===== src/rtl/frie_pkg.sv =====
// Shared types and constants for the four-register instruction executor.
package frie_pkg;

    localparam int PROGRAM_SIZE   = 128;
    localparam int REGISTER_COUNT = 4;
    localparam int PC_W           = 8;
    localparam int DATA_W         = 32;

    localparam logic [3:0] OP_MOV   = 4'd0;
    localparam logic [3:0] OP_ADD   = 4'd1;
    localparam logic [3:0] OP_SUB   = 4'd2;
    localparam logic [3:0] OP_MUL   = 4'd3;
    localparam logic [3:0] OP_CMP   = 4'd4;
    localparam logic [3:0] OP_JMP   = 4'd5;
    localparam logic [3:0] OP_JZ    = 4'd6;
    localparam logic [3:0] OP_PRINT = 4'd7;

    typedef struct packed {
        logic [3:0]        opcode;
        logic              a_is_reg;
        logic [1:0]        a_reg;
        logic [3:0]        a_imm;
        logic              b_is_reg;
        logic [1:0]        b_reg;
        logic [DATA_W-1:0] b_imm;
        logic [6:0]        jump_target;
    } instr_t;

    typedef struct packed {
        logic [3:0][DATA_W-1:0] regs;
        logic                   zero;
        logic                   negative;
        logic [PC_W-1:0]        pc;
        logic                   halt;
    } core_state_t;

    typedef struct packed {
        logic [PC_W-1:0]   next_pc;
        logic              halted;
        logic              print_valid;
        logic [1:0]        print_reg;
        logic [DATA_W-1:0] print_value;
        logic              zero_out;
        logic              negative_out;
    } result_t;

endpackage


===== src/rtl/frie_exec.sv =====
// Single-pass execute logic: one instruction against the current core state.
module frie_exec
    import frie_pkg::*;
(
    input  instr_t      instr,
    input  core_state_t state_cur,
    output core_state_t state_nxt,
    output result_t     result
);

    logic [DATA_W-1:0] a_val;
    logic [DATA_W-1:0] b_val;
    logic [DATA_W-1:0] cmp_a;
    logic [DATA_W-1:0] alu_res;
    logic              a_in_range;
    logic              b_in_range;
    logic              pc_end;

    assign a_in_range = {1'b0, instr.a_reg} < 3'(REGISTER_COUNT);
    assign b_in_range = {1'b0, instr.b_reg} < 3'(REGISTER_COUNT);
    assign a_val = a_in_range ? state_cur.regs[instr.a_reg] : '0;
    assign b_val = instr.b_is_reg ? (b_in_range ? state_cur.regs[instr.b_reg] : '0)
                                  : instr.b_imm;
    assign cmp_a = instr.a_is_reg ? a_val : {{(DATA_W-4){1'b0}}, instr.a_imm};
    assign pc_end = state_cur.pc >= PC_W'(PROGRAM_SIZE);

    always_comb begin
        state_nxt          = state_cur;
        alu_res            = '0;
        result.print_valid = 1'b0;
        result.print_reg   = '0;
        result.print_value = '0;
        if (!state_cur.halt) begin
            if (pc_end) begin
                state_nxt.halt = 1'b1;
            end else begin
                state_nxt.pc = state_cur.pc + PC_W'(1);
                case (instr.opcode)
                    OP_MOV: begin
                        if (a_in_range) state_nxt.regs[instr.a_reg] = b_val;
                    end
                    OP_ADD, OP_SUB, OP_MUL: begin
                        case (instr.opcode)
                            OP_ADD:  alu_res = a_val + b_val;
                            OP_SUB:  alu_res = a_val - b_val;
                            default: alu_res = DATA_W'(a_val * b_val);
                        endcase
                        if (a_in_range) state_nxt.regs[instr.a_reg] = alu_res;
                        state_nxt.zero     = alu_res == '0;
                        state_nxt.negative = alu_res[DATA_W-1];
                    end
                    OP_CMP: begin
                        state_nxt.zero = cmp_a == b_val;
                    end
                    OP_JMP: begin
                        state_nxt.pc = {1'b0, instr.jump_target};
                    end
                    OP_JZ: begin
                        if (state_cur.zero) state_nxt.pc = {1'b0, instr.jump_target};
                    end
                    OP_PRINT: begin
                        result.print_valid = 1'b1;
                        result.print_reg   = instr.a_reg;
                        result.print_value = a_val;
                    end
                    default: begin
                        state_nxt.halt = 1'b1;
                    end
                endcase
                if (state_nxt.pc >= PC_W'(PROGRAM_SIZE)) state_nxt.halt = 1'b1;
            end
        end
        result.next_pc      = state_nxt.pc;
        result.halted       = state_nxt.halt;
        result.zero_out     = state_nxt.zero;
        result.negative_out = state_nxt.negative;
    end

endmodule


===== src/rtl/four_register_instruction_executor_top.sv =====
// Top level: input register, execute logic, result register and core state.
// A beat moves from the input register into the result register when that register
// is empty or m_ready is high. Throughput: one instruction per cycle unless m_ready
// stalls; the execute path (register read, one 32x32 multiply, flag detect) sits
// between the registers. Core state updates when a beat enters the result register.
// Synchronous active-low reset clears registers, flags, pc, halt and both valids.
module four_register_instruction_executor_top
    import frie_pkg::*;
(
    input  logic                     aclk,
    input  logic                     aresetn,
    input  logic                     s_valid,
    output logic                     s_ready,
    input  logic [3:0]               s_opcode,
    input  logic                     s_a_is_reg,
    input  logic [1:0]               s_a_reg,
    input  logic [3:0]               s_a_imm,
    input  logic                     s_b_is_reg,
    input  logic [1:0]               s_b_reg,
    input  logic signed [DATA_W-1:0] s_b_imm,
    input  logic [6:0]               s_jump_target,
    output logic                     m_valid,
    input  logic                     m_ready,
    output logic [PC_W-1:0]          m_next_pc,
    output logic                     m_halted,
    output logic                     m_print_valid,
    output logic [1:0]               m_print_reg,
    output logic signed [DATA_W-1:0] m_print_value,
    output logic                     m_zero_out,
    output logic                     m_negative_out
);

    logic        in_valid_reg;
    instr_t      instr_reg;
    logic        out_valid_reg;
    result_t     result_reg;
    core_state_t state_reg;
    core_state_t state_next;
    result_t     result_next;
    logic        exec_fire;

    assign exec_fire = in_valid_reg && (!out_valid_reg || m_ready);
    assign s_ready   = !in_valid_reg || exec_fire;

    frie_exec u_exec (
        .instr     (instr_reg),
        .state_cur (state_reg),
        .state_nxt (state_next),
        .result    (result_next)
    );

    always_ff @(posedge aclk) begin
        if (!aresetn) begin
            in_valid_reg  <= 1'b0;
            out_valid_reg <= 1'b0;
            state_reg     <= '0;
        end else begin
            if (s_valid && s_ready) begin
                in_valid_reg <= 1'b1;
            end else if (exec_fire) begin
                in_valid_reg <= 1'b0;
            end
            if (exec_fire) begin
                out_valid_reg <= 1'b1;
                state_reg     <= state_next;
            end else if (m_ready) begin
                out_valid_reg <= 1'b0;
            end
        end
    end

    always_ff @(posedge aclk) begin
        if (s_valid && s_ready) begin
            instr_reg <= '{opcode: s_opcode, a_is_reg: s_a_is_reg, a_reg: s_a_reg,
                           a_imm: s_a_imm, b_is_reg: s_b_is_reg, b_reg: s_b_reg,
                           b_imm: s_b_imm, jump_target: s_jump_target};
        end
        if (exec_fire) begin
            result_reg <= result_next;
        end
    end

    assign m_valid        = out_valid_reg;
    assign m_next_pc      = result_reg.next_pc;
    assign m_halted       = result_reg.halted;
    assign m_print_valid  = result_reg.print_valid;
    assign m_print_reg    = result_reg.print_reg;
    assign m_print_value  = result_reg.print_value;
    assign m_zero_out     = result_reg.zero_out;
    assign m_negative_out = result_reg.negative_out;

`ifndef SYNTHESIS
    a_halt_sticky: assert property (@(posedge aclk) disable iff (!aresetn)
        state_reg.halt |=> state_reg.halt)
        else $error("halt mark cleared without reset");

    a_halted_frozen: assert property (@(posedge aclk) disable iff (!aresetn)
        state_reg.halt && exec_fire |=> $stable(state_reg))
        else $error("core state changed while halted");

    a_print_idle_zero: assert property (@(posedge aclk) disable iff (!aresetn)
        m_valid && !m_print_valid |-> m_print_value == '0 && m_print_reg == '0)
        else $error("print fields set on a non-print beat");

    a_running_pc_range: assert property (@(posedge aclk) disable iff (!aresetn)
        m_valid && !m_halted |-> m_next_pc < PC_W'(PROGRAM_SIZE))
        else $error("running core reports pc past program end");

    a_result_matches_state: assert property (@(posedge aclk) disable iff (!aresetn)
        exec_fire |=> m_next_pc == state_reg.pc && m_halted == state_reg.halt
                      && m_zero_out == state_reg.zero)
        else $error("result beat disagrees with updated core state");
`endif

endmodule


===== config.mk =====
export PLATFORM = sky130hd
export DESIGN_NAME = four_register_instruction_executor_top
export DESIGN_NICKNAME = d
export VERILOG_FILES = /design/src/rtl/frie_pkg.sv /design/src/rtl/frie_exec.sv /design/src/rtl/four_register_instruction_executor_top.sv
export SDC_FILE = /design/constraint.sdc
export NUM_CORES = 2
export LEC_CHECK = 0
export ABC_AREA = 1
export BUFFER_PORTS_ARGS = -buffer_cell sky130_fd_sc_hd__buf_2
export CAP_MARGIN = 20
export CORE_MARGIN = 2
export CORE_UTILIZATION = 60
export DETAILED_ROUTE_END_ITERATION = 8
export PLACE_DENSITY = 0.77
export SETUP_SLACK_MARGIN = 0.5
export SYNTH_ARGS = -nofsm -noshare
export SYNTH_HDL_FRONTEND = slang
export SYNTH_SLANG_ARGS = --single-unit

===== constraint.sdc =====
create_clock -name aclk -period 16.55 [get_ports aclk]
set_clock_uncertainty 0.1 [all_clocks]
set_input_delay 0.8275 -clock aclk [delete_from_list [all_inputs] [get_ports aclk]]
set_output_delay 0.8275 -clock aclk [all_outputs]
set_load 0.005 [all_outputs]

==> impl_metrics.py <==
metrics = {
    "critical_path": {
        "master_of_the_slowest_instance_on_the_critical_path": "nor4_1",
        "critPathKind": "reg2reg",
        "worst_setup_path_start_kind": "flip-flop",
        "timing.critical_path.fanout_max": 84,
        "worst_setup_path_end_kind": "flip-flop",
        "timing.critical_path.mode_cell": "fa_1",
        "crit_required_ps": 17030,
        "worstPathArrival_ps": 11270,
        "critPathMaxStageDelay_ps": 930,
    },
    "clock_tree": {
        "cts.reportedPaths.clkPinSlew_ps": 60,
        "postCtsSetupBuffers": 0,
        "root_buffer": "clkbuf_16",
        "post_cts_hold_buffer_count": 0,
        "tritoncts_clock_tree": "yes",
        "cts-root-to-sink-buffers": 3,
        "htree_num_levels": 1,
        "cts.sink_count": 240,
        "cts.repair.resized": 0,
        "cts-buffers-inserted": 28,
        "clock_insertion_delay_worst_skew_ps": 630,
    },
    "sta": {
        "slew_headroom": 0.245,
        "timing.fmax_ghz": 0.0926,
        "timing.final.crit_period_ps": 10790,
        "unrepaired_setup_endpoints_after_global_routing": "no",
        "fraction_of_the_cycle_the_final_worst_path_needs": 0.652,
        "slew_of_the_pin_with_the_lowest_slew_margin_ps": 1130,
        "setup_slack_ps": 5760,
        "fin_setup_tns_ps": 0,
        "timing.final.hold_violations": 0,
        "setup_viol": 0,
        "final-max-slew-violation-count": 0,
    },
    "synth": {
        "post-synth-top-count-cell": "nand2_1",
        "mappedNetlistNets": 4717,
        "cell_taking_the_most_area_after_synthesis": "fa_1",
        "mappedNetlistArea_sq_um": 30700,
        "synth.top_cells.by_count": "nand2_1, inv_1, nor2_1",
        "ys.warnings.count": 0,
        "synth_edf_count": 99,
        "syn_area_per_cell_sq_um": 7.51,
        "synthArstFlopShare": 0,
        "synthFlopType": "dfxtp_1",
        "synth_seq_area_share": 0.189,
        "synth.area.top_cells": "fa_1, nand2_1, edfxtp_1, dfxtp_1, inv_1",
        "synthDistinctLibCells": 66,
        "post_synth_inst_count": 4094,
        "post-synth-top-area-fraction": 0.266,
        "ys_ff_latch": 240,
    },
    "final_layout": {
        "fin_nets": 4722,
        "sequential_cell_area_sq_um": 5800,
        "largest_register_ffs": 139,
        "share_of_final_layout_standard_cells_stronger_than_drive_strength_1": 0.0847,
        "area.growth.synth_to_final_pct": 6.15,
        "n_fill_cell": 4513,
        "total_area_of_multi_input_combinational_cells_sq_um": 21400,
    },
    "job": {
        "max_cap_violations": 0,
    },
    "route": {
        "num_vias": 29000,
        "number_of_remaining_drc_errors": 0,
        "detail_route.first_pass.iterations": 9,
        "wl_per_cell_microns": 23.3,
        "antenna_violating_nets_post_route": 0,
        "dr.first_iter.drc_count": 3597,
        "route.final.wire_length_mm": 112,
        "avgViaCountPerCell": 6.04,
    },
    "power": {
        "irDropWorstVdd_mv": 0.0929,
        "pwr_density_cell_nw_per_um2": 65.2,
        "pleak_uw": 0.0159,
    },
    "floorplanning": {
        "die_outline_area_sq_um": 53000,
        "floorplan.initialDensity": 0.610,
        "core-area_sq_um": 50400,
        "die_x_microns": 230,
        "rows": 82,
        "die_boundary_height_microns": 230,
        "floorplan.io_pins": 105,
    },
    "placed_design": {
        "dp_hpwl_mm": 83.6,
        "post-place-ws_ps": 6140,
        "globalplace.congestion": 1.10,
        "buffer_ports.inserted": 104,
    },
    "global_routing": {
        "grt_first_pass_wirelength_mm": 170,
        "globalRoute.totalOverflow": 0,
        "vias_in_the_first_global_route": 28500,
        "antenna_found_initial": 1,
        "grt_start_max_net_pins": 122,
        "gr-usage-all-layers": 0.429,
    },
    "worst_hold_path": {
        "hp-class": "in2reg",
    },
    "outcome": {
        "run_status": "finished clean",
    },
}
[cell usage in the layout, fill, tap and decap left out, types with 22 or more instances in the layout]
| master | n |
|---|---|
| nor3_1 | 22 |
| a21oi_1 | 258 |
| inv_2 | 34 |
| nand3_1 | 184 |
| fa_1 | 409 |
| buf_2 | 104 |
| clkbuf_16 | 28 |
| or2_2 | 25 |
| nand4_1 | 34 |
| xor2_1 | 53 |
| edfxtp_1 | 99 |
| inv_1 | 704 |
| nor2_1 | 501 |
| dfxtp_1 | 141 |
| buf_4 | 48 |
| o21ai_0 | 263 |
| ha_1 | 157 |
| nand2_1 | 794 |
[worst max-delay path: cells and delay by family, from the launching register on]
kind | cells | cell delay (ps)
adders and majority gates | 9 | 4220
AOI/OAI and AO/OA | 3 | 430
buffers and inverters | 10 | 2280
and+or+nand+nor | 16 | 3310
DFF | 1 | 330
[path summary, 6_finish.rpt]
kind | startpoint | endpoint | slack (ps) | cells past startpoint
worst max register to register | instr_reg[39] | state_reg[10] | 5760 | 38
worst min-delay path | s_b_imm[17] | instr_reg[24] | 270 | 1
worst min register to register | state_reg[41] | state_reg[41] | 370 | 2
worst max-delay path | instr_reg[39] | state_reg[10] | 5760 | 38
[final cells by class]
type,count,share of cell area
clock buffers,41,0.0245
inverters,745,0.0859
repair buffers,153,0.0279
flip-flops and latches,240,0.178
multi-input cells,2931,0.655
diodes,3,0.000230
well taps,672,0.0258
clock inverters,11,0.00288
[kinds of logic (layout without fill, tap and decap cells)]
| kind of cell | after synthesis | in the layout | share of synthesized area |
|---|---|---|---|
| AND/OR/NAND/NOR | 1654 | 1654 | 0.229 |
| buffers and inverters | 923 | 950 | 0.118 |
| AO/OA/AOI/OAI | 641 | 641 | 0.114 |
| adder cells (fa/ha/maj) | 566 | 566 | 0.330 |
| flip-flops | 240 | 240 | 0.189 |
| XOR/XNOR | 69 | 69 | 0.0197 |
| multiplexers | 1 | 1 | 0.000326 |
| other | 0 | 3 | 0 |
[where the power goes]
| part | internal, uW | total, uW | switching, uW |
|---|---|---|---|
| clock network | 336 | 618 | 282 |
| logic | 247 | 862 | 615 |
| registers | 637 | 646 | 9.31 |
| total | 1220 | 2130 | 906 |
[layer usage]
metal  part of all wire  wire, microns  track usage  vias to the layer above
met1               0.35          39400        0.539                    13700
met2               0.42          46700        0.633                     1971
met5                  0              0            0                        -
li1                   -              -            -                    12800
met4               0.10          11300        0.349                        0
met3               0.13          14500        0.101                      535
[through the flow]
stage	power, uW	hold slack (ps)	utilization	instance area [sq um]	std cells
finish	2130	274	0.647	32600	4796
global route	2210	274	0.647	32600	4793
CTS	2100	254	0.647	32600	4792
detailed placement	1480	362	0.629	31700	4740
global placement	1460	353	0.629	31700	4740
floorplan	1190	345	-	30700	4094
(Power assumes the default switching activity.)
